[src/rtl/core/scanline_span_coverage_accumulator_macros.svh]
// Assertion macros used by the scanline span coverage accumulator back end.
`ifndef SCANLINE_SPAN_COVERAGE_ACCUMULATOR_MACROS_SVH
`define SCANLINE_SPAN_COVERAGE_ACCUMULATOR_MACROS_SVH

// Same-cycle implication, disabled while reset is high.
`define SCSA_ASSERT_IMPL(label, clk, rst, ante, cons) \
   label: assert property (@(posedge clk) disable iff (rst) (ante) |-> (cons)) \
      else $error("scsa assertion failed");

// Next-cycle implication, disabled while reset is high.
`define SCSA_ASSERT_NEXT(label, clk, rst, ante, cons) \
   label: assert property (@(posedge clk) disable iff (rst) (ante) |=> (cons)) \
      else $error("scsa assertion failed");

`endif

[src/rtl/core/scsa_pkg.sv]
// Shared types and constants of the scanline span coverage accumulator.
`timescale 1ns / 1ps
`default_nettype none
package scsa_pkg;

   localparam int ROW_WIDTH_DEF   = 1024;
   localparam int X_FRAC_BITS_DEF = 8;

   localparam int X_W        = 19;
   localparam int IDX_W      = 10;
   localparam int PIX_W      = 8;
   localparam int ROW_LEN_W  = 11;
   localparam int WEIGHT_W   = 8;
   localparam int CSR_DATA_W = 32;
   localparam int CSR_ADDR_W = 3;
   localparam int REQ_DATA_W = 48;

   localparam logic [ROW_LEN_W-1:0] ROW_LENGTH_RST  = 11'd1024;
   localparam logic [WEIGHT_W-1:0]  FULL_WEIGHT_RST = 8'd51;

   localparam logic CMD_SPAN = 1'b0;
   localparam logic CMD_READ = 1'b1;

   localparam logic REG_ROW_LENGTH  = 1'b0;
   localparam logic REG_FULL_WEIGHT = 1'b1;

   localparam int QUEUE_DEPTH = 2;

   typedef struct packed {
      logic                    is_read;
      logic signed [X_W-1:0]   start_x;
      logic signed [X_W-1:0]   end_x;
      logic [IDX_W-1:0]        pixel_index;
   } item_type;

endpackage
`default_nettype wire

[src/rtl/core/scsa_front.sv]
// Front end: accepts commands, drops spans that are reversed or miss the row, forwards the rest.
`timescale 1ns / 1ps
`default_nettype none
module scsa_front #(
   parameter int ROW_WIDTH   = scsa_pkg::ROW_WIDTH_DEF,
   parameter int X_FRAC_BITS = scsa_pkg::X_FRAC_BITS_DEF,
   localparam int LW = $clog2(ROW_WIDTH + 1)
) (
   input  wire logic                              req_tvalid,
   output logic                                   req_tready,
   input  wire logic [scsa_pkg::REQ_DATA_W-1:0]   req_tdata,
   input  wire logic                              req_tuser,
   input  wire logic [LW-1:0]                     eff_len,
   input  wire logic                              clear_busy,
   input  wire logic                              q_ready,
   output logic                                   q_valid,
   output scsa_pkg::item_type                     q_item
);

   localparam int XW = (LW + X_FRAC_BITS + 2 > 20) ? LW + X_FRAC_BITS + 2 : 20;

   logic signed [XW-1:0] s_x;
   logic signed [XW-1:0] e_x;
   logic signed [XW-1:0] lim_x;
   logic                 drop;

   always_comb begin
      q_item.is_read     = (req_tuser == scsa_pkg::CMD_READ);
      q_item.start_x     = $signed(req_tdata[scsa_pkg::X_W-1:0]);
      q_item.end_x       = $signed(req_tdata[2*scsa_pkg::X_W-1:scsa_pkg::X_W]);
      q_item.pixel_index = req_tdata[2*scsa_pkg::X_W+scsa_pkg::IDX_W-1:2*scsa_pkg::X_W];
   end

   assign s_x   = XW'(q_item.start_x);
   assign e_x   = XW'(q_item.end_x);
   assign lim_x = $signed(XW'(eff_len) << X_FRAC_BITS);

   // A span is dropped when the row is empty, it is reversed, or it misses the row.
   assign drop = !q_item.is_read &&
                 ((eff_len == '0) || (e_x < s_x) || (s_x >= lim_x) || (e_x < $signed(XW'(0))));

   assign req_tready = q_ready && !clear_busy;
   assign q_valid    = req_tvalid && req_tready && !drop;

endmodule
`default_nettype wire

[config.mk]
export PLATFORM = sky130hd
export DESIGN_NAME = scsa_front
export DESIGN_NICKNAME = d
export VERILOG_FILES = /design/src/rtl/core/scanline_span_coverage_accumulator_macros.svh /design/src/rtl/core/scsa_pkg.sv /design/src/rtl/core/scsa_front.sv
export SDC_FILE = /design/constraint.sdc
export NUM_CORES = 1
export LEC_CHECK = 0
export ABC_AREA = 1
export BUFFER_PORTS_ARGS = -buffer_cell sky130_fd_sc_hd__clkbuf_2
export CAP_MARGIN = 30
export CORE_UTILIZATION = 25
export DETAILED_ROUTE_END_ITERATION = 12
export GPL_TIMING_DRIVEN = 0
export PLACE_DENSITY_LB_ADDON = 0.05
export REMOVE_ABC_BUFFERS = 1
export SYNTH_ARGS = -nofsm -noshare
export SYNTH_HDL_FRONTEND = slang
export SYNTH_SLANG_ARGS = --single-unit
[constraint.sdc]
create_clock -name vclk -period 4.8
set_input_delay 1.2 -clock vclk [all_inputs]
set_output_delay 1.2 -clock vclk [all_outputs]
set_load 0.01 [all_outputs]
# [After elaboration in Yosys (flattened, before gate mapping)]
# Index checks and enable logic that the tools add are counted.
[classes] reduce_logical=11 order_cmp=3
[op_table] operator=">= comparator 19 x 20 -> 1 bit" n=1
[op_table] operator="< comparator 19 x 1 -> 1 bit, second input constant" n=1
[op_table] operator="< comparator 19 bit" n=1
[op_table] operator="logical NOT 11 bit" n=1
[op_table] operator="logical AND 1 bit" n=4
[op_table] operator="logical NOT 1 bit" n=3
[op_table] operator="logical OR 1 bit" n=3
[totals] inputBits=63 regBits=0 out_inout_bits=51 word_cells=14

# [Longest topological paths before layout]
# Gate-level depths: netlist of the first run.
[logic_depth] word_depth=7 mapped_depth=14 mapped_depth_nobuf=14

# [Worst setup path before layout of the first run]
# OpenSTA, ideal clock, no wires.
[synth_path] kind="input to output" from="input req_tdata[18] (netlist name)" to="output q_valid" cell_stages=12 n_path_buf=0 arrival_ns=2.375 setup_slack_ns=1.225 required_time_ns=3.600 path_cell_list="inv_1 -> ha_1 -> nand2_2 -> nor2_4 -> nand2_2 -> nor2_2 -> nand2_2 -> nand3_2 -> nand2_1 -> nand2_1 -> nand3_2 -> a21oi_2"
[synth_between] elab_chain_cells=7 elab_cells_between_ends=8 cone_classes="order compare (2); reduce/logical (6)"
[synth_rtl] item="start, declared" line_no="scsa_front.sv:11" text="input wire logic [scsa_pkg::REQ_DATA_W-1:0] req_tdata,"
[synth_rtl] item="< comparator 19 bit" line_no="scsa_front.sv:40" text="((eff_len == '0) || (e_x < s_x) || (s_x >= lim_x) || (e_x < $signed(XW'(0))));"
[synth_rtl] item="logical OR 1 bit" line_no="scsa_front.sv:40"
[synth_rtl] item="logical OR 1 bit (*) (2 in series)" line_no="scsa_front.sv:40"
[synth_rtl] item="logical AND 1 bit (*)" line_no="scsa_front.sv:39" text="assign drop = !q_item.is_read &&"
[synth_rtl] item="logical NOT 1 bit (*)" line_no="scsa_front.sv:43" text="assign q_valid = req_tvalid && req_tready && !drop;"
[synth_rtl] item="logical AND 1 bit (*)" line_no="scsa_front.sv:43"
[synth_rtl] item="end, declared" line_no="scsa_front.sv:16" text="output logic q_valid,"
# Every way passes the cells marked *; elsewhere a longest branch is shown, timed or not.

# [Worst setup path in the final report of the first run]
# Same ends and word-level chain as after synthesis.

==> qor.yml, run 1 <==
utilization_pct: 30.3
cts_resized: 0
worst_hold_slack_ps: 2400
setup_slack_ps: 863
holdPathEnd: "q_item[0]"
n_fill_cell: 588
n_antenna_cell: 0
drt-total-wl_um: 2630
clock_buffers: 0
slowest_stage: "ha_1"
hp-class: "in2out"
avgRoutedWirePerCell_um: 8.37
ys_types: 20
cts_setup_buffers: 0
fin_area_mm2: 0.00146
min_period_ps: 3940
clock.fmax_ghz: 0.254
ys_seq_area_share_pct: 0
cp_top_family: "simple AND/OR/NAND/NOR gates"
synthAdderAreaFrac_pct: 27.5
nNetsFinal: 340
max_cap_viol_count: 0
hold_viol: 0
min_from: "req_tdata[38]"
leakage_nw: 0.996
end_kind: "output port"
drive_gt1_share_pct: 42.1
nFlopsAndLatches: 0
synth_xor_area_share_pct: 0
drc_errors: 0
die-width_um: 73.4
path_cells: "clkbuf_2, inv_1, ha_1, nand2_2, inv_1, nand2_1, nand3_1, nor2_1, nand4_1, nand2_1, nand3_2, a21oi_2, clkbuf_2"
synth-compound-area-share_pct: 7.07
drt_pre_antenna_iters: 3
outcome: "finished, final reports clean"
core_area_mm2: 0.00482
critical_path_arrival_ps: 2740
min_path_cells: 0
grt_max_degree: 5
synth_top_family_by_area: "buffers and inverters"
dpl.cell_count: 314
netlist_area_mm2: 0.00127
drt_iter0_drc: 10
die-height_um: 73.4
setup_viol_count_final: 0
dp_slack_ps: 828
final-instance-count-excl-fill: 314
rsz0062_at_grt: "false"
gp_congestion: 0.669
max_stage_delay_ps: 360
crit_path_start_kind: "primary input"
io_buffers: 94
grt_pass1_wl_um: 4230
num_vias: 1238
antenna_found_initial: 0
cp.required_ps: 3600
tns_ps: 0
area_delta_synth_final_pct: 14.6
power.density_mw_per_mm2: 80.9
grt_usage_pct: 9.39
synth_simple_gate_area_share_pct: 24.2
pin_count: 114
ant_nets: 0
seq_area_um2: 0
slew_viol_final: 0
synth_warnings: 0
synthCells: 202
path_class: "in2out"
worst-path-buf-inv: 4
rows: 25
ir_worst_vdd_mv: 0.0247
grt_pass1_vias: 1092
dieArea_mm2: 0.00538
relSlewSlack_pct: 75.3
post-dp-hpwl_um: 2540
synthMuxAreaShare_pct: 0
syn_area_per_cell_um2: 6.31
gr-total-overflow: 0
tightest_slew_ps: 367
viasPerCell: 3.94
path_max_fanout: 4
ctsHoldBuffers: 0
fin_total_pwr_uw: 118
fin_crit_sh_pct: 82.0
dpl_cell_area_mm2: 0.00146
initial_core_util_pct: 26.4
[cell type report]
class | count | area (um2) | share of cell area, %
Inverter | 42 | 158 | 10.8
Multi-Input combinational cell | 111 | 748 | 51.2
Timing Repair Buffer | 94 | 470 | 32.2
Tap cell | 67 | 83.8 | 5.74
[routing by layer]
layer	global-route usage [%]	vias to the layer above	wire, um	part of all wire (%)
met4	0	0	0	0
met2	18.4	66	1290	49
met5	0	-	0	0
met3	1.78	0	219	8.3
met1	11.1	490	1120	43
li1	-	682	-	-
[how the worst max path moves through the flow]
stage                  start       to  slack (ps)  cells after the start
3_3_place_gp   req_tdata[18]  q_valid         840                     13
2_1_floorplan  req_tdata[18]  q_valid        1220                     12
3_5_place_dp   req_tdata[18]  q_valid         830                     13
4_1_cts        req_tdata[18]  q_valid         820                     13
5_1_grt        req_tdata[18]  q_valid         620                     13
6_report       req_tdata[18]  q_valid         860                     13
[where the power goes]
group	internal (mW)	total, mW	switching [mW]
clock network	0	0	0
registers	0	0	0
logic	0.0542	0.118	0.0639
total	0.0542	0.118	0.0639
[synth_stat cells]
cell type | n | share of area (%)
a31oi_1 | 1 | 0.49
nor2_4 | 1 | 0.88
inv_1 | 42 | 12
nand3_1 | 6 | 2.4
a21oi_2 | 1 | 0.69
o21ai_1 | 1 | 0.39
nor4_1 | 2 | 0.98
nand4_1 | 3 | 1.5
a21oi_1 | 10 | 3.9
buf_4 | 49 | 29
ha_1 | 28 | 28
a21o_1 | 1 | 0.59
o21a_1 | 1 | 0.59
nor2_1 | 14 | 4.1
o21ai_0 | 1 | 0.39
nand2_1 | 32 | 9.4
nand3_2 | 2 | 1.6
nor3_1 | 1 | 0.39
nand2_2 | 5 | 2.5
nor2_2 | 1 | 0.49
[layout by cell type (no fill, tap or decap), drive strengths merged]
master | Yosys | final
nand2 | 37 | 37
a31oi | 1 | 1
nand3 | 8 | 8
a21o | 1 | 1
o21a | 1 | 1
o21ai | 2 | 2
nor2 | 16 | 16
nor3 | 1 | 1
nand4 | 3 | 3
a21oi | 11 | 11
ha | 28 | 28
clkbuf | 0 | 94
inv | 42 | 42
nor4 | 2 | 2
[cell families (layout without fill, tap and decap cells)]
group	Yosys count	in the layout
simple gates	67	67
buf+inv	91	136
compound gates	16	16
fa+ha+maj	28	28
(Power assumes the default switching activity.)
==> run 2, diff against run 1 <==
- clock period: 4.8 -> 3.35 ns (I/O delays scaled with it)
==> run 2 against run 1 <==
Effect of this change:
- sequential share of layout area unchanged
- critical path depth increased by 1
- worst hold slack got worse by 730 ps
- first-iteration DRC count rose by 20%
- highest routed layer unchanged
- via count about the same
- clock-buffer cell count is the same
- wire length increased by 0.23%
- sequential cell count unchanged
- utilization up 0.31 points
- combinational power is 46% higher
- cell area grew 1.0%
==> qor.yml, run 2 (synthesis gave the netlist of run 1 again) <==
max_cap_viol_count: 0
sequentialPowerShare_pct: 0
nNetsFinal: 340
drive_gt1_share_pct: 42.9
fin_crit_sh_pct: 92.9
num_vias: 1239
gr-total-overflow: 0
gp_congestion: 0.669
p_sw_uw: 92.4
grt_max_degree: 5
ant_nets: 0
relSlewSlack_pct: 75.4
outcome: "finished, final reports clean"
seq_area_um2: 0
tns_ps: 0
critical_path_arrival_ps: 2280
drt_pre_antenna_iters: 3
leakage_nw: 0.997
tightest_slew_ps: 366
cp.required_ps: 2510
path_class: "in2out"
power_frac_clock_pct: 0
end_kind: "output port"
n_fill_cell: 589
ir_worst_vdd_mv: 0.0353
area_delta_synth_final_pct: 15.8
antenna_found_initial: 0
clock_buffers: 0
n_antenna_cell: 0
dieArea_mm2: 0.00538
path_max_fanout: 4
hold_viol: 0
grt_pass1_wl_um: 4230
crit_path_start_kind: "primary input"
rows: 25
power.density_mw_per_mm2: 116
pin_count: 114
switching_share_pct: 53.8
setup_slack_ps: 237
avgRoutedWirePerCell_um: 8.39
post-dp-hpwl_um: 2540
drc_errors: 0
drt_iter0_drc: 12
grt_usage_pct: 9.39
slew_viol_final: 0
setup_viol_count_final: 0
final_cell_mix: "94 x clkbuf_2, 42 x inv_1, 32 x nand2_1"
min_period_ps: 3110
die-width_um: 73.4
dp_slack_ps: 103
io_buffers: 94
drt-total-wl_um: 2630
rsz0062_at_grt: "false"
nFlopsAndLatches: 0
die-height_um: 73.4
grt_pass1_vias: 1092
core_area_mm2: 0.00482
viasPerCell: 3.95
combPwrFrac_pct: 100.0
clock.fmax_ghz: 0.321
mostFrequentLayoutCell: "clkbuf_2"
intPower_uw: 79.2
initial_core_util_pct: 26.4
hp-class: "in2out"
[run 2: path summary, 6_finish.rpt]
| path | cells after the start | startpoint | endpoint |
|---|---|---|---|
| min | 0 | req_tdata[38] | q_item[0] |
| max | 14 | req_tdata[18] | q_valid |
[run 2: worst max-delay path: stages]
cell,delay [ps]
clkbuf_2,110
inv_1,90
ha_4,290
nand2_2,70
nor2_4,130
nand2_2,80
nor2_2,110
nand2_2,60
nand3_2,60
nand2_1,40
nand2_1,60
nand3_2,70
a21oi_2,110
clkbuf_2,140
[run 2: routing by layer]
layer  routed length, um  global-route usage, %
met1                1120                   11.1
met2                1290                   18.4
met3                 219                   1.78
met4                   0                      0
met5                   0                      0
[run 2: area by class of cell]
class	instances	area, um2	share of cell area (%)
inverters	42	158	10.7
multi-input cells	111	763	51.7
well taps	67	83.8	5.68
repair buffers	94	470	31.9
[run 2: power groups by stage]
stage	combinational, mW	sequential, mW	clock, mW
6_report	0.172	0	0
5_1_grt	0.201	0	0
4_1_cts	0.174	0	0
3_5_place_dp	0.173	0	0
3_3_place_gp	0.175	0	0
2_1_floorplan	0.0780	0	0
[run 2: repair_timing]
item                                   in CTS  in global routing
hold buffers                                0                  0
resized for setup                           0                  2
endpoints found under the hold margin       0                  0
setup buffers                               0                  0
setup endpoints to repair                   0                  1
[run 2: through the flow]
stage               total power, mW  hold slack (ps)  util, %  std cells  area (um2)
global route                  0.201             1680     30.6        314        1480
global placement              0.175             1680     30.3        314        1460
floorplan                    0.0780             1680        -        153         906
CTS                           0.174             1680     30.3        314        1460
finish                        0.172             1680     30.6        314        1480
detailed placement            0.173             1680     30.3        314        1460
