$ cat config.mk
export PLATFORM = sky130hd
export DESIGN_NAME = scsa_queue
export DESIGN_NICKNAME = d
export VERILOG_FILES = /design/src/rtl/core/scanline_span_coverage_accumulator_macros.svh /design/src/rtl/core/scsa_pkg.sv /design/src/rtl/core/scsa_queue.sv
export SDC_FILE = /design/constraint.sdc
export NUM_CORES = 1
export LEC_CHECK = 0
export BUFFER_PORTS_ARGS = -buffer_cell sky130_fd_sc_hd__clkbuf_2
export CORE_MARGIN = 2
export CORE_UTILIZATION = 50
export CTS_BUF_LIST = sky130_fd_sc_hd__clkbuf_16
export CTS_CLUSTER_SIZE = 28
export DETAILED_ROUTE_END_ITERATION = 8
export GPL_ROUTABILITY_DRIVEN = 0
export PLACE_DENSITY = 0.77
export SLEW_MARGIN = 20
export SYNTH_ARGS = -nofsm -noshare
export SYNTH_HDL_FRONTEND = slang
export SYNTH_SLANG_ARGS = --single-unit
$ cat constraint.sdc
create_clock -name clock -period 2.8 [get_ports clock]
set_input_delay 0.42 -clock clock [delete_from_list [all_inputs] [get_ports clock]]
set_output_delay 0.42 -clock clock [all_outputs]
set_load 0.05 [all_outputs]
$ cat src/rtl/core/scanline_span_coverage_accumulator_macros.svh
// Assertion macros used by the scanline span coverage accumulator back end.
`ifndef SCANLINE_SPAN_COVERAGE_ACCUMULATOR_MACROS_SVH
`define SCANLINE_SPAN_COVERAGE_ACCUMULATOR_MACROS_SVH

// Same-cycle implication, disabled while reset is high.
`define SCSA_ASSERT_IMPL(label, clk, rst, ante, cons) \
   label: assert property (@(posedge clk) disable iff (rst) (ante) |-> (cons)) \
      else $error("scsa assertion failed");

// Next-cycle implication, disabled while reset is high.
`define SCSA_ASSERT_NEXT(label, clk, rst, ante, cons) \
   label: assert property (@(posedge clk) disable iff (rst) (ante) |=> (cons)) \
      else $error("scsa assertion failed");

`endif

$ cat src/rtl/core/scsa_pkg.sv
// Shared types and constants of the scanline span coverage accumulator.
`timescale 1ns / 1ps
`default_nettype none
package scsa_pkg;

   localparam int ROW_WIDTH_DEF   = 1024;
   localparam int X_FRAC_BITS_DEF = 8;

   localparam int X_W        = 19;
   localparam int IDX_W      = 10;
   localparam int PIX_W      = 8;
   localparam int ROW_LEN_W  = 11;
   localparam int WEIGHT_W   = 8;
   localparam int CSR_DATA_W = 32;
   localparam int CSR_ADDR_W = 3;
   localparam int REQ_DATA_W = 48;

   localparam logic [ROW_LEN_W-1:0] ROW_LENGTH_RST  = 11'd1024;
   localparam logic [WEIGHT_W-1:0]  FULL_WEIGHT_RST = 8'd51;

   localparam logic CMD_SPAN = 1'b0;
   localparam logic CMD_READ = 1'b1;

   localparam logic REG_ROW_LENGTH  = 1'b0;
   localparam logic REG_FULL_WEIGHT = 1'b1;

   localparam int QUEUE_DEPTH = 2;

   typedef struct packed {
      logic                    is_read;
      logic signed [X_W-1:0]   start_x;
      logic signed [X_W-1:0]   end_x;
      logic [IDX_W-1:0]        pixel_index;
   } item_type;

endpackage
`default_nettype wire

$ cat src/rtl/core/scsa_queue.sv
// Short queue that decouples the front end from the row walker.
`timescale 1ns / 1ps
`default_nettype none
module scsa_queue (
   input  wire logic                clock,
   input  wire logic                reset,
   input  wire logic                in_valid,
   output logic                     in_ready,
   input  wire scsa_pkg::item_type  in_item,
   output logic                     out_valid,
   input  wire logic                out_pop,
   output scsa_pkg::item_type       out_item
);

   localparam int PW = (scsa_pkg::QUEUE_DEPTH > 1) ? $clog2(scsa_pkg::QUEUE_DEPTH) : 1;
   localparam int NW = $clog2(scsa_pkg::QUEUE_DEPTH + 1);

   scsa_pkg::item_type entry_ff [scsa_pkg::QUEUE_DEPTH];
   logic [PW-1:0] wr_ptr_ff, wr_ptr_in;
   logic [PW-1:0] rd_ptr_ff, rd_ptr_in;
   logic [NW-1:0] count_ff, count_in;
   logic          push, pop;

   assign in_ready  = (count_ff != NW'(scsa_pkg::QUEUE_DEPTH));
   assign out_valid = (count_ff != '0);
   assign out_item  = entry_ff[rd_ptr_ff];
   assign push      = in_valid && in_ready;
   assign pop       = out_pop && out_valid;

   always_comb begin
      wr_ptr_in = wr_ptr_ff;
      rd_ptr_in = rd_ptr_ff;
      count_in  = count_ff;
      if (push) begin
         wr_ptr_in = (wr_ptr_ff == PW'(scsa_pkg::QUEUE_DEPTH - 1)) ? '0 : wr_ptr_ff + 1'b1;
      end
      if (pop) begin
         rd_ptr_in = (rd_ptr_ff == PW'(scsa_pkg::QUEUE_DEPTH - 1)) ? '0 : rd_ptr_ff + 1'b1;
      end
      if (push && !pop) begin
         count_in = count_ff + 1'b1;
      end else if (pop && !push) begin
         count_in = count_ff - 1'b1;
      end
   end

   always_ff @(posedge clock) begin
      if (reset) begin
         wr_ptr_ff <= '0;
         rd_ptr_ff <= '0;
         count_ff  <= '0;
      end else begin
         wr_ptr_ff <= wr_ptr_in;
         rd_ptr_ff <= rd_ptr_in;
         count_ff  <= count_in;
      end
   end

   always_ff @(posedge clock) begin
      if (push) begin
         entry_ff[wr_ptr_ff] <= in_item;
      end
   end

endmodule
`default_nettype wire

Word-level counts from Yosys, hierarchy flattened
Memories as Yosys holds them, arrays and structs flattened. A register that Yosys moved wholly into a read port is not among the register bits.
Cells that the tools add are included.
{ "word_totals": {"word_cells": 25, "regBits": 4, "input_bits": 53, "ramBits": 98, "output_inout_bits": 51, "n_memories": 1} }
{ "mem_list": {"columns": ["memory", "words", "word_bits", "rd", "rd_clocked_by_memory_dff", "wr", "line_no", "text"], "rows": [
  ["entry_ff", 2, 49, 1, 1, 1, "scsa_queue.sv:18", "scsa_pkg::item_type entry_ff [scsa_pkg::QUEUE_DEPTH];"]
]} }
{ "classes": {"addsub": 4, "mux": 8, "eq_ne": 1, "reduce_logical": 8} }
{ "ops": {"columns": ["op", "n"], "rows": [
  ["two-way mux 1 bit", 6],
  ["logical AND 1 bit", 4],
  ["two-way mux 2 bit", 2],
  ["nonzero test 2 bit", 2],
  ["adder 1 bit (second input constant)", 2],
  ["adder 2 x 1 -> 2 bit (second input constant)", 1],
  ["zero test 1 bit", 2],
  ["inequality test 2 bit (second input constant)", 1],
  ["subtractor 2 x 1 -> 2 bit (second input constant)", 1]
]} }

Depth between registers and ports, before layout
Gate-level depths: netlist of the first run.
{ "logic_depth": {"depth_word": 6, "mapped_depth": 6} }

Worst setup path before layout of the first run
OpenSTA, ideal clock, no wires.
{ "synth_path": {"path_kind": "flip-flop to flip-flop", "start": "reg count_ff[0]", "end": "mem entry_ff[1][0] (netlist name), enable pin", "n_path_buf": 0, "stages_incl_launch_ff": 3, "required_time_ns": 2.388, "slack_ns": 0.191, "t_arrival_ns": 2.198, "path_cell_list": "dfxtp_1 nand2b_1 and3_1"} }
{ "synth_via": {"elab_chain_cells": 4} }
{ "synth_rtl": {"columns": ["item", "line_no", "text"], "rows": [
  ["start: declaration", "scsa_queue.sv:21", "logic [NW-1:0] count_ff, count_in;"],
  ["start signal: assignment", "scsa_queue.sv:55", "count_ff <= count_in;"],
  ["inequality test 2 bit", "scsa_queue.sv:24", "assign in_ready = (count_ff != NW'(scsa_pkg::QUEUE_DEPTH));"],
  ["named net in_ready", "scsa_queue.sv:8", "output logic in_ready,"],
  ["logical AND 1 bit", "scsa_queue.sv:27", "assign push = in_valid && in_ready;"],
  ["two-way mux 1 bit", "scsa_queue.sv:60", "if (push) begin"],
  ["two-way mux 1 bit (not written as such)", "scsa_queue.sv:61", "entry_ff[wr_ptr_ff] <= in_item;"],
  ["end: declaration", "scsa_queue.sv:18", null]
]} }
The timed path passes the listed nets, and every way through them passes these cells.

==> flow_summary.toml, run 1 <==
[yosys]
synthMostInstantiatedCell = "edfxtp_1"
ys_seq_area_share_pct = 81.1
netlist_area_um2 = 3750
yosys_warnings = 0
synth_top_area_cell = "edfxtp_1"
synth_area_per_cell_um2 = 21.3
ys_types = 19
netlist_top_cells_area = "edfxtp_1 (78%), mux2_2 (15%), dfxtp_1 (2.7%)"
synthArstFlopShare_pct = 0
ys_ff_latch = 103
synthCells = 176
syn-num-nets = 230
synthTopCellsByCount = "edfxtp_1 (98), mux2_2 (49), dfxtp_1 (5)"
synth_top_area_share_pct = 78.5
synth_edf_count = 98
ys.flop_type = "edfxtp_1"

[setup_path]
worstSetupEndpoint = "out_item[43]"
r2r_setup_slack_ns = 0.96
critPathMaxFanout = 26
crit_path_max_incr_delay_ns = 0.40
r2r-end = "entry_ff[0][13]"
cp-end-kind = "primary output"
cp.arrival_ns = 1.64
critPathKind = "flop to primary output"
rr_worst_depth = 4
crit_chain = "buf_4, mux2_2, clkbuf_2"
cp_slowest_cell = "mux2_2"
cp.required_ns = 2.38
r2r_start = "count_ff[0]"
critPathLaunchType = "flop"

[grt]
grt_first_pass_wirelength_um = 9600
first_global_vias = 2000
grt_max_degree = 35
grt_use_total_pct = 15.2
antenna_found_initial = 0
overflow = 0

[final_layout]
antenna_cells = 0
drive_above_1_share_pct = 60.3
post-route-util_pct = 65.0
nFillCells = 513
area_growth_syn_to_layout_pct = 25.7
final_net_count = 344

[sta]
rsz0062_at_grt = "no"
period_minus_slack_ns = 2.06
fin_ws_ns = 0.743
finalMaxSlewViolations = 0
hold_viol = 0
finalCritPeriodShare_pct = 73.4
fmax_ghz = 0.486
tightest_slew_ns = 0.548
fin_tns_setup_ns = 0
setup_violations = 0
fin_hold_ws_ns = 0.276
finClkSkew_ns = 0.00546
slew_headroom_pct = 63.4

[cts]
cts_root_buf = "clkbuf_16"
cts_buffers = 9
cts_resized = 0
clock_tree.buffer_depth = 2
cts_tree = "done"
path_clk_slew_ns = 0.07
cts_setup_buffers = 0
cts.sinks = 103
hold_buffers = 0
clock_latency_ns = 0.33
htreeDepth = 3

[pwr]
p_per_area_nw_per_um2 = 1050
ir_drop_mv = 0.814
leakagePower_nw = 1.80
power.total_mw = 4.95

[route]
firstDrtPassIters = 4
route.layer.met1.wl_um = 2580
vias = 1918
via_per_inst = 4.87
wl_met3_um = 403
routed_wl_um = 5970
antenna_left = 0
post_drt_wl_per_cell_um = 15.1
topRoutingLayerUsed = "met4"
drc_errors = 0
route.met2.wl_um = 2940
drt_iter0_drc = 81

[placement]
pre_cts_slack_ns = 0.927
hpwl_um = 4040
port_buffers = 103

[floorplanning]
fp.coreArea_um2 = 7250
initial_utilization_pct = 51.7
ios = 104
die-area_um2 = 8210
die_y_um = 90.6
die-width_um = 90.6
row_count = 31

[job]
maxCapViolCount = 0

[status]
outcome = "finished, final reports clean"

[worst_hold_path]
min_path_type = "primary input to flop"
==> routing by layer <==
metal	vias to the layer above	track usage (%)
met2	71	25.2
met3	4	4.76
met5	-	0
li1	918	-
met4	0	4.62
met1	925	19.1
==> cells in the final DEF (no fill, tap or decap), types with 2 or more instances in the layout <==
master	count
clkbuf_16	9
edfxtp_1	98
a21oi_1	2
o21ai_0	2
inv_6	3
nor2_1	3
clkinv_4	2
clkbuf_2	103
dfxtp_1	4
buf_4	4
xor2_1	3
mux2_2	49
==> how the worst min path moves through the flow <==
stage                     start              end  slack, ns  cells past startpoint
floorplan           count_ff[1]      count_ff[1]       0.47                      2
global placement      rd_ptr_ff        rd_ptr_ff       0.49                      2
detailed placement    rd_ptr_ff             flop       0.49                      2
CTS                 in_item[34]  entry_ff[0][34]       0.27                      1
global route         in_item[4]   entry_ff[1][4]       0.27                      1
finish              in_item[32]  entry_ff[1][32]       0.28                      1
==> through the flow <==
stage               instance area, µm²  instances
finish                            4710        394
global placement                  4410        378
global route                      4710        394
floorplan                         3750        176
CTS                               4710        394
detailed placement                4410        378
==> kinds of logic (layout without fill, tap and decap cells) <==
kind of cell             count (synthesis)  after routing  share of synthesized area, %
AND/OR/NAND/NOR                          9              9                          1.33
adder cells (fa/ha/maj)                  1              1                         0.334
XOR/XNOR                                 3              3                         0.701
buffers and inverters                    6            125                          1.00
AO/OA/AOI/OAI                            5              5                         0.801
flip-flops                             103            103                          81.1
multiplexers                            49             49                          14.7
==> power by group <==
group          internal (mW)  total (mW)  switching (mW)
Combinational          0.480        1.74            1.26
Clock                  0.704        1.23           0.530
Sequential              1.93        1.98          0.0525
Total                   3.11        4.95            1.84
==> registers in the layout, indices dropped and copies added, names as in the netlist, named ones only <==
register,flops
count_ff,2
entry_ff,98
rd_ptr_ff,1
wr_ptr_ff,1
==> layout make-up <==
class	count	area, µm²	area share, %
clock buffers	9	225	4.78
clock inverters	7	78.8	1.67
inverters	1	3.75	0.0796
multi-input cells	67	672	14.3
flip-flops and latches	103	3040	64.6
well taps	99	124	2.63
repair buffers	108	566	12.0
==> worst max-delay path, delay by kind of cell, from the launching register on <==
kind / cells / cell delay, ns
buffers and inverters: 2 / 0.58
muxes: 1 / 0.40
DFF: 1 / 0.32
Power figures use the tool's default switching activity.
==> run 2: changes to the inputs <==
--- a/config.mk
+++ b/config.mk
@@ -5,6 +5,7 @@
 export SDC_FILE = /design/constraint.sdc
 export NUM_CORES = 1
 export LEC_CHECK = 0
+export ABC_AREA = 1
 export BUFFER_PORTS_ARGS = -buffer_cell sky130_fd_sc_hd__clkbuf_2
 export CORE_MARGIN = 2
 export CORE_UTILIZATION = 50
==> constraint.sdc (replaced) <==
create_clock -name clock -period 2 [get_ports clock]
set_input_delay 0.3 -clock clock [delete_from_list [all_inputs] [get_ports clock]]
set_output_delay 0.3 -clock clock [all_outputs]
set_load 0.05 [all_outputs]
==> run 2 against run 1 <==
Register-to-register slack got worse by 0.52 ns. Largest power group unchanged. Largest cell class unchanged. Die area rose by 1.8%. Cell area rose by 1.2%. Synthesized area rose by 1.8%. Synthesized cell count rose by 7.4%. Clock power rose by 24%. Combinational power rose by 36%.
==> flow_summary.toml, run 2 <==
[status]
outcome = "finished, final reports clean"

[yosys]
synthArstFlopShare_pct = 0
ys_types = 15
synthTopCellsByCount = "edfxtp_1 (98), mux2_2 (39), mux2_4 (10), nand2_1 (9), inv_1 (8)"
netlist_area_um2 = 3820
synth_top_area_cell = "edfxtp_1"
synth_top_area_share_pct = 77.0
synth_area_per_cell_um2 = 20.2
synth_edf_count = 98
netlist_top_cells_area = "edfxtp_1 (77%), mux2_2 (11%), mux2_4 (3.9%)"
synthMostInstantiatedCell = "edfxtp_1"
yosys_warnings = 0
synthCells = 189
ys_seq_area_share_pct = 79.7
syn-num-nets = 243
ys.flop_type = "edfxtp_1"
ys_ff_latch = 103

[setup_path]
cp_slowest_cell = "mux2_2"
critPathKind = "flop to primary output"
critPathLaunchType = "flop"
crit_path_max_incr_delay_ns = 0.38
cp.arrival_ns = 1.57
critPathMaxFanout = 42
cp.required_ns = 1.70
rr_worst_depth = 10
cp-end-kind = "primary output"
crit_chain = "buf_12, mux2_2, clkbuf_2"

[route]
routed_wl_um = 6190
antenna_left = 0
drt_iter0_drc = 78
post_drt_wl_per_cell_um = 15.1
vias = 2022
drc_errors = 0
via_per_inst = 4.94
firstDrtPassIters = 4

[sta]
finalCritPeriodShare_pct = 93.6
slew_headroom_pct = 75.8
tightest_slew_ns = 0.363
finalMaxSlewViolations = 0
fin_tns_setup_ns = 0
fin_ws_ns = 0.127
hold_viol = 0
setup_violations = 0
rsz0062_at_grt = "no"
fmax_ghz = 0.534
finClkSkew_ns = 0.00607
period_minus_slack_ns = 1.87

[floorplanning]
die_y_um = 91.4
die-area_um2 = 8350
fp.coreArea_um2 = 7330
row_count = 31
die-width_um = 91.4
initial_utilization_pct = 52.1
ios = 104

[pwr]
ir_drop_mv = 0.973
power.total_mw = 6.69
leakagePower_nw = 1.86
p_per_area_nw_per_um2 = 1400

[grt]
grt_use_total_pct = 15.6
grt_first_pass_wirelength_um = 9830
antenna_found_initial = 0
first_global_vias = 2047
overflow = 0
grt_max_degree = 43

[cts]
htreeDepth = 3
cts_root_buf = "clkbuf_16"
path_clk_slew_ns = 0.06
cts_tree = "done"
cts_resized = 0
cts_buffers = 9
clock_latency_ns = 0.33
clock_tree.buffer_depth = 2
cts.sinks = 103
cts_setup_buffers = 0
hold_buffers = 0

[worst_hold_path]
min_path_type = "primary input to flop"
hold_depth = 1

[final_layout]
largestRegisters = "entry_ff: 98 flops, count_ff: 2 flops"
area_growth_syn_to_layout_pct = 24.9
max_flop_register = "entry_ff"
final_common_cell = "clkbuf_2"
drive_above_1_share_pct = 56.5
largest_reg_flops = 98
fin_area_um2 = 4770
antenna_cells = 0
layout_common_cells = "clkbuf_2 (103), edfxtp_1 (98), mux2_2 (39)"
nFillCells = 544
final_net_count = 359

[job]
maxCapViolCount = 0

[placement]
hpwl_um = 4250
port_buffers = 103
pre_cts_slack_ns = 0.438
dpl_cell_area_um2 = 4510
-- run 2: cell types whose count changed after synthesis, moves of 2 or more --
| cell | change |
|---|---|
| buf_4 | +2 |
| xor2_1 | -3 |
| nand2_1 | +9 |
| nand3_1 | +2 |
| buf_2 | -3 |
| inv_1 | +7 |
| nor2_1 | +4 |
| mux2_4 | +10 |
| mux2_2 | -10 |
-- run 2: final timing paths --
path	from	to	slack, ns
max	flop	out_item[37]	0.13
min	in_item[16]	entry_ff[1][16]	0.15
max reg2reg	count_ff[0]	count_ff[1]	0.44
min reg2reg	rd_ptr_ff	rd_ptr_ff	0.52
-- run 2: cells by family after synthesis --
kind of cell | Yosys count | synth area share, %
DFF | 103 | 79.7
and+or+nand+nor | 19 | 2.00
adders and majority gates | 1 | 0.327
muxes | 49 | 15.4
AOI/OAI and AO/OA | 4 | 0.524
buffers and inverters | 13 | 2.06
-- run 2: power breakdown --
| group | switching, mW | internal, mW | leakage, nW |
|---|---|---|---|
| logic | 1.69 | 0.672 | 0.780 |
| clock network | 0.696 | 0.823 | 0.129 |
| registers | 0.0844 | 2.73 | 0.956 |
-- run 2: layout make-up --
cell class	instances	area [µm²]	share of cell area, %
tap	99	124	2.60
inverter	8	30.0	0.629
sequential	103	3040	63.8
timing repair buffer	110	593	12.4
clock inverter	7	35.0	0.734
multi-input combinational	73	721	15.1
clock buffer	9	225	4.72
-- run 2: critical path: cells and delay by family (launching register included) --
kind	cells	cell delay [ns]
buffers and inverters	2	0.49
muxes	1	0.38
DFF	1	0.35
-- run 2: per-layer routing --
layer	wire length, µm	share of wire (%)	global-route usage, %
met2	3140	51	26.5
met1	2570	41	18.8
met3	387	6.3	4.23
met5	0	0	0
met4	99	1.6	6.44
-- run 2: stage by stage --
stage / std cells / utilization, % / hold slack [ns]
final: 409 / 65.1 / 0.155
after global routing: 409 / 65.1 / 0.147
after CTS: 409 / 65.1 / 0.146
after detailed placement: 393 / 61.5 / 0.493
after global placement: 393 / 61.5 / 0.483
after floorplan: 189 / - / 0.399
==> run 3: changes to the inputs <==
--- a/config.mk
+++ b/config.mk
@@ -7,9 +7,8 @@
 export LEC_CHECK = 0
 export ABC_AREA = 1
 export BUFFER_PORTS_ARGS = -buffer_cell sky130_fd_sc_hd__clkbuf_2
-export CORE_MARGIN = 2
 export CORE_UTILIZATION = 50
-export CTS_BUF_LIST = sky130_fd_sc_hd__clkbuf_16
+export CTS_BUF_LIST = sky130_fd_sc_hd__clkbuf_8
 export CTS_CLUSTER_SIZE = 28
 export DETAILED_ROUTE_END_ITERATION = 8
 export GPL_ROUTABILITY_DRIVEN = 0
==> run 3 against run 2 <==
First-iteration DRC count shrank 35%. Clock skew grew 0.0011 ns. Cell area grew 0.37%. Highest routed layer unchanged. Register-to-register slack is essentially flat. Via count shrank 3.3%. Worst hold slack lost 0.034 ns. Critical path type unchanged. Largest power group unchanged.
==> flow_summary.toml, run 3 (synthesis results as in run 2) <==
[floorplanning]
die_y_um = 89.4
ios = 104
die-width_um = 89.4
initial_utilization_pct = 52.1
die-area_um2 = 7990
fp.coreArea_um2 = 7330
row_count = 31

[final_layout]
nFillCells = 530
area_growth_syn_to_layout_pct = 25.4
drive_above_1_share_pct = 57.6
fin_area_um2 = 4790
largestRegisters = "entry_ff: 98 flops, count_ff: 2 flops"
largest_reg_flops = 98
layout_common_cells = "clkbuf_2 (103), edfxtp_1 (98), mux2_2 (39)"
final_common_cell = "clkbuf_2"
antenna_cells = 0
max_flop_register = "entry_ff"
final_net_count = 358

[grt]
first_global_vias = 1917
antenna_found_initial = 0
grt_max_degree = 26
overflow = 0
grt_use_total_pct = 15.3
grt_first_pass_wirelength_um = 8570

[route]
firstDrtPassIters = 4
vias = 1956
drt_iter0_drc = 51
drc_errors = 0
via_per_inst = 4.79
post_drt_wl_per_cell_um = 14.2
antenna_left = 0
routed_wl_um = 5790

[worst_hold_path]
min_path_type = "primary input to flop"

[setup_path]
r2r-end = "count_ff[1]"
cp.arrival_ns = 1.62
cp-end-kind = "primary output"
cp_slowest_cell = "dfxtp_4"
crit_chain = "buf_12, mux2_2, clkbuf_2"
cp_top_family = "flip-flops"
critPathKind = "flop to primary output"
rr_worst_depth = 10
r2r_start = "count_ff[0]"
cp.depth = 3
critPathMaxFanout = 22
critPathLaunchType = "flop"
cp.required_ns = 1.70
crit_path_max_incr_delay_ns = 0.45
r2r_setup_slack_ns = 0.43
crit_buf_inv = 2
worstSetupEndpoint = "out_item[30]"

[sta]
period_minus_slack_ns = 1.92
rsz0062_at_grt = "no"
finClkSkew_ns = 0.00716
slew_headroom_pct = 76.7
setup_violations = 0
finalCritPeriodShare_pct = 96.1
finalMaxSlewViolations = 0
tightest_slew_ns = 0.348
fin_hold_ws_ns = 0.121
hold_viol = 0
fin_tns_setup_ns = 0
fmax_ghz = 0.520

[pwr]
power.total_mw = 6.66
leakagePower_nw = 1.86
p_per_area_nw_per_um2 = 1390
ir_drop_mv = 0.718

[placement]
port_buffers = 103
hpwl_um = 4140
dpl_cell_area_um2 = 4550

[cts]
path_clk_slew_ns = 0.10
clock_latency_ns = 0.36
cts_tree = "done"
hold_buffers = 0
cts.sinks = 103
cts_root_buf = "clkbuf_8"
htreeDepth = 3
clock_tree.buffer_depth = 2
cts_buffers = 9
cts_setup_buffers = 0

[status]
outcome = "finished, final reports clean"

[job]
maxCapViolCount = 0
-- run 3: cell types whose count changed in the layout (fill, tap and decap cells not counted), moves of 2 or more --
cell	delta
inv_1	-2
bufinv_16	+2
inv_8	+2
buf_12	+4
clkinvlp_4	-2
clkbuf_8	+9
buf_4	-5
inv_6	+3
clkinv_1	-2
clkbuf_16	-9
-- run 3: power by group --
part | internal (mW) | switching, mW
Combinational | 0.712 | 1.67
Clock | 0.735 | 0.720
Sequential | 2.72 | 0.103
Total | 4.17 | 2.49
-- run 3: worst reg2reg max path: stages (launching register included) --
cell and delay, ns:
dfxtp_1 0.32, inv_1 0.16, nand2_4 0.06, nand2_1 0.20, inv_1 0.10, ha_1 0.33, inv_1 0.08, nand3_1 0.08
nand2_1 0.06, inv_1 0.03, nor2_1 0.09
-- run 3: how the worst min path moves through the flow --
| stage | slack, ns | from | cells past startpoint | to |
|---|---|---|---|---|
| final | 0.12 | in_item[9] | 1 | entry_ff[1][9] |
| after global routing | 0.10 | in_item[42] | 1 | entry_ff[1][42] |
| after CTS | 0.10 | in_item[19] | 1 | entry_ff[1][19] |
| after detailed placement | 0.49 | in_item[36] | 1 | entry_ff[0][36] |
| after global placement | 0.48 | rd_ptr_ff | 2 | rd_ptr_ff |
| after floorplan | 0.40 | in_item[0] | 0 | entry_ff[0][0] |
-- run 3: through the flow --
| stage | utilization [%] | cells | worst slack, ns |
|---|---|---|---|
| 2_1_floorplan | - | 189 | 0.0744 |
| 3_3_place_gp | 62.1 | 392 | 0.409 |
| 3_5_place_dp | 62.1 | 392 | 0.389 |
| 4_1_cts | 65.3 | 408 | 0.0633 |
| 5_1_grt | 65.3 | 408 | 0.00416 |
| 6_report | 65.3 | 408 | 0.0780 |
-- run 3: layout make-up --
type	instances	area (µm²)	share of cell area (%)
timing repair buffer	109	636	13.3
sequential	103	3050	63.6
multi-input combinational	73	721	15.0
inverter	8	30.0	0.627
tap	99	124	2.59
clock buffer	9	124	2.59
clock inverter	7	109	2.27
-- run 3: per-layer routing --
layer	track usage [%]	share of wire, %	routed length (µm)	vias up
li1	-	-	-	955
met1	16.9	42	2430	925
met2	26.4	50	2870	67
met3	4.62	6.7	386	9
met4	8.66	1.8	102	0
met5	0	0	0	-
-- run 3: repair_timing --
| action | in CTS | in global routing |
|---|---|---|
| endpoints found under the hold margin | 0 | 0 |
| setup endpoints to repair | 5 | 0 |
| gates resized for setup | 1 | 0 |
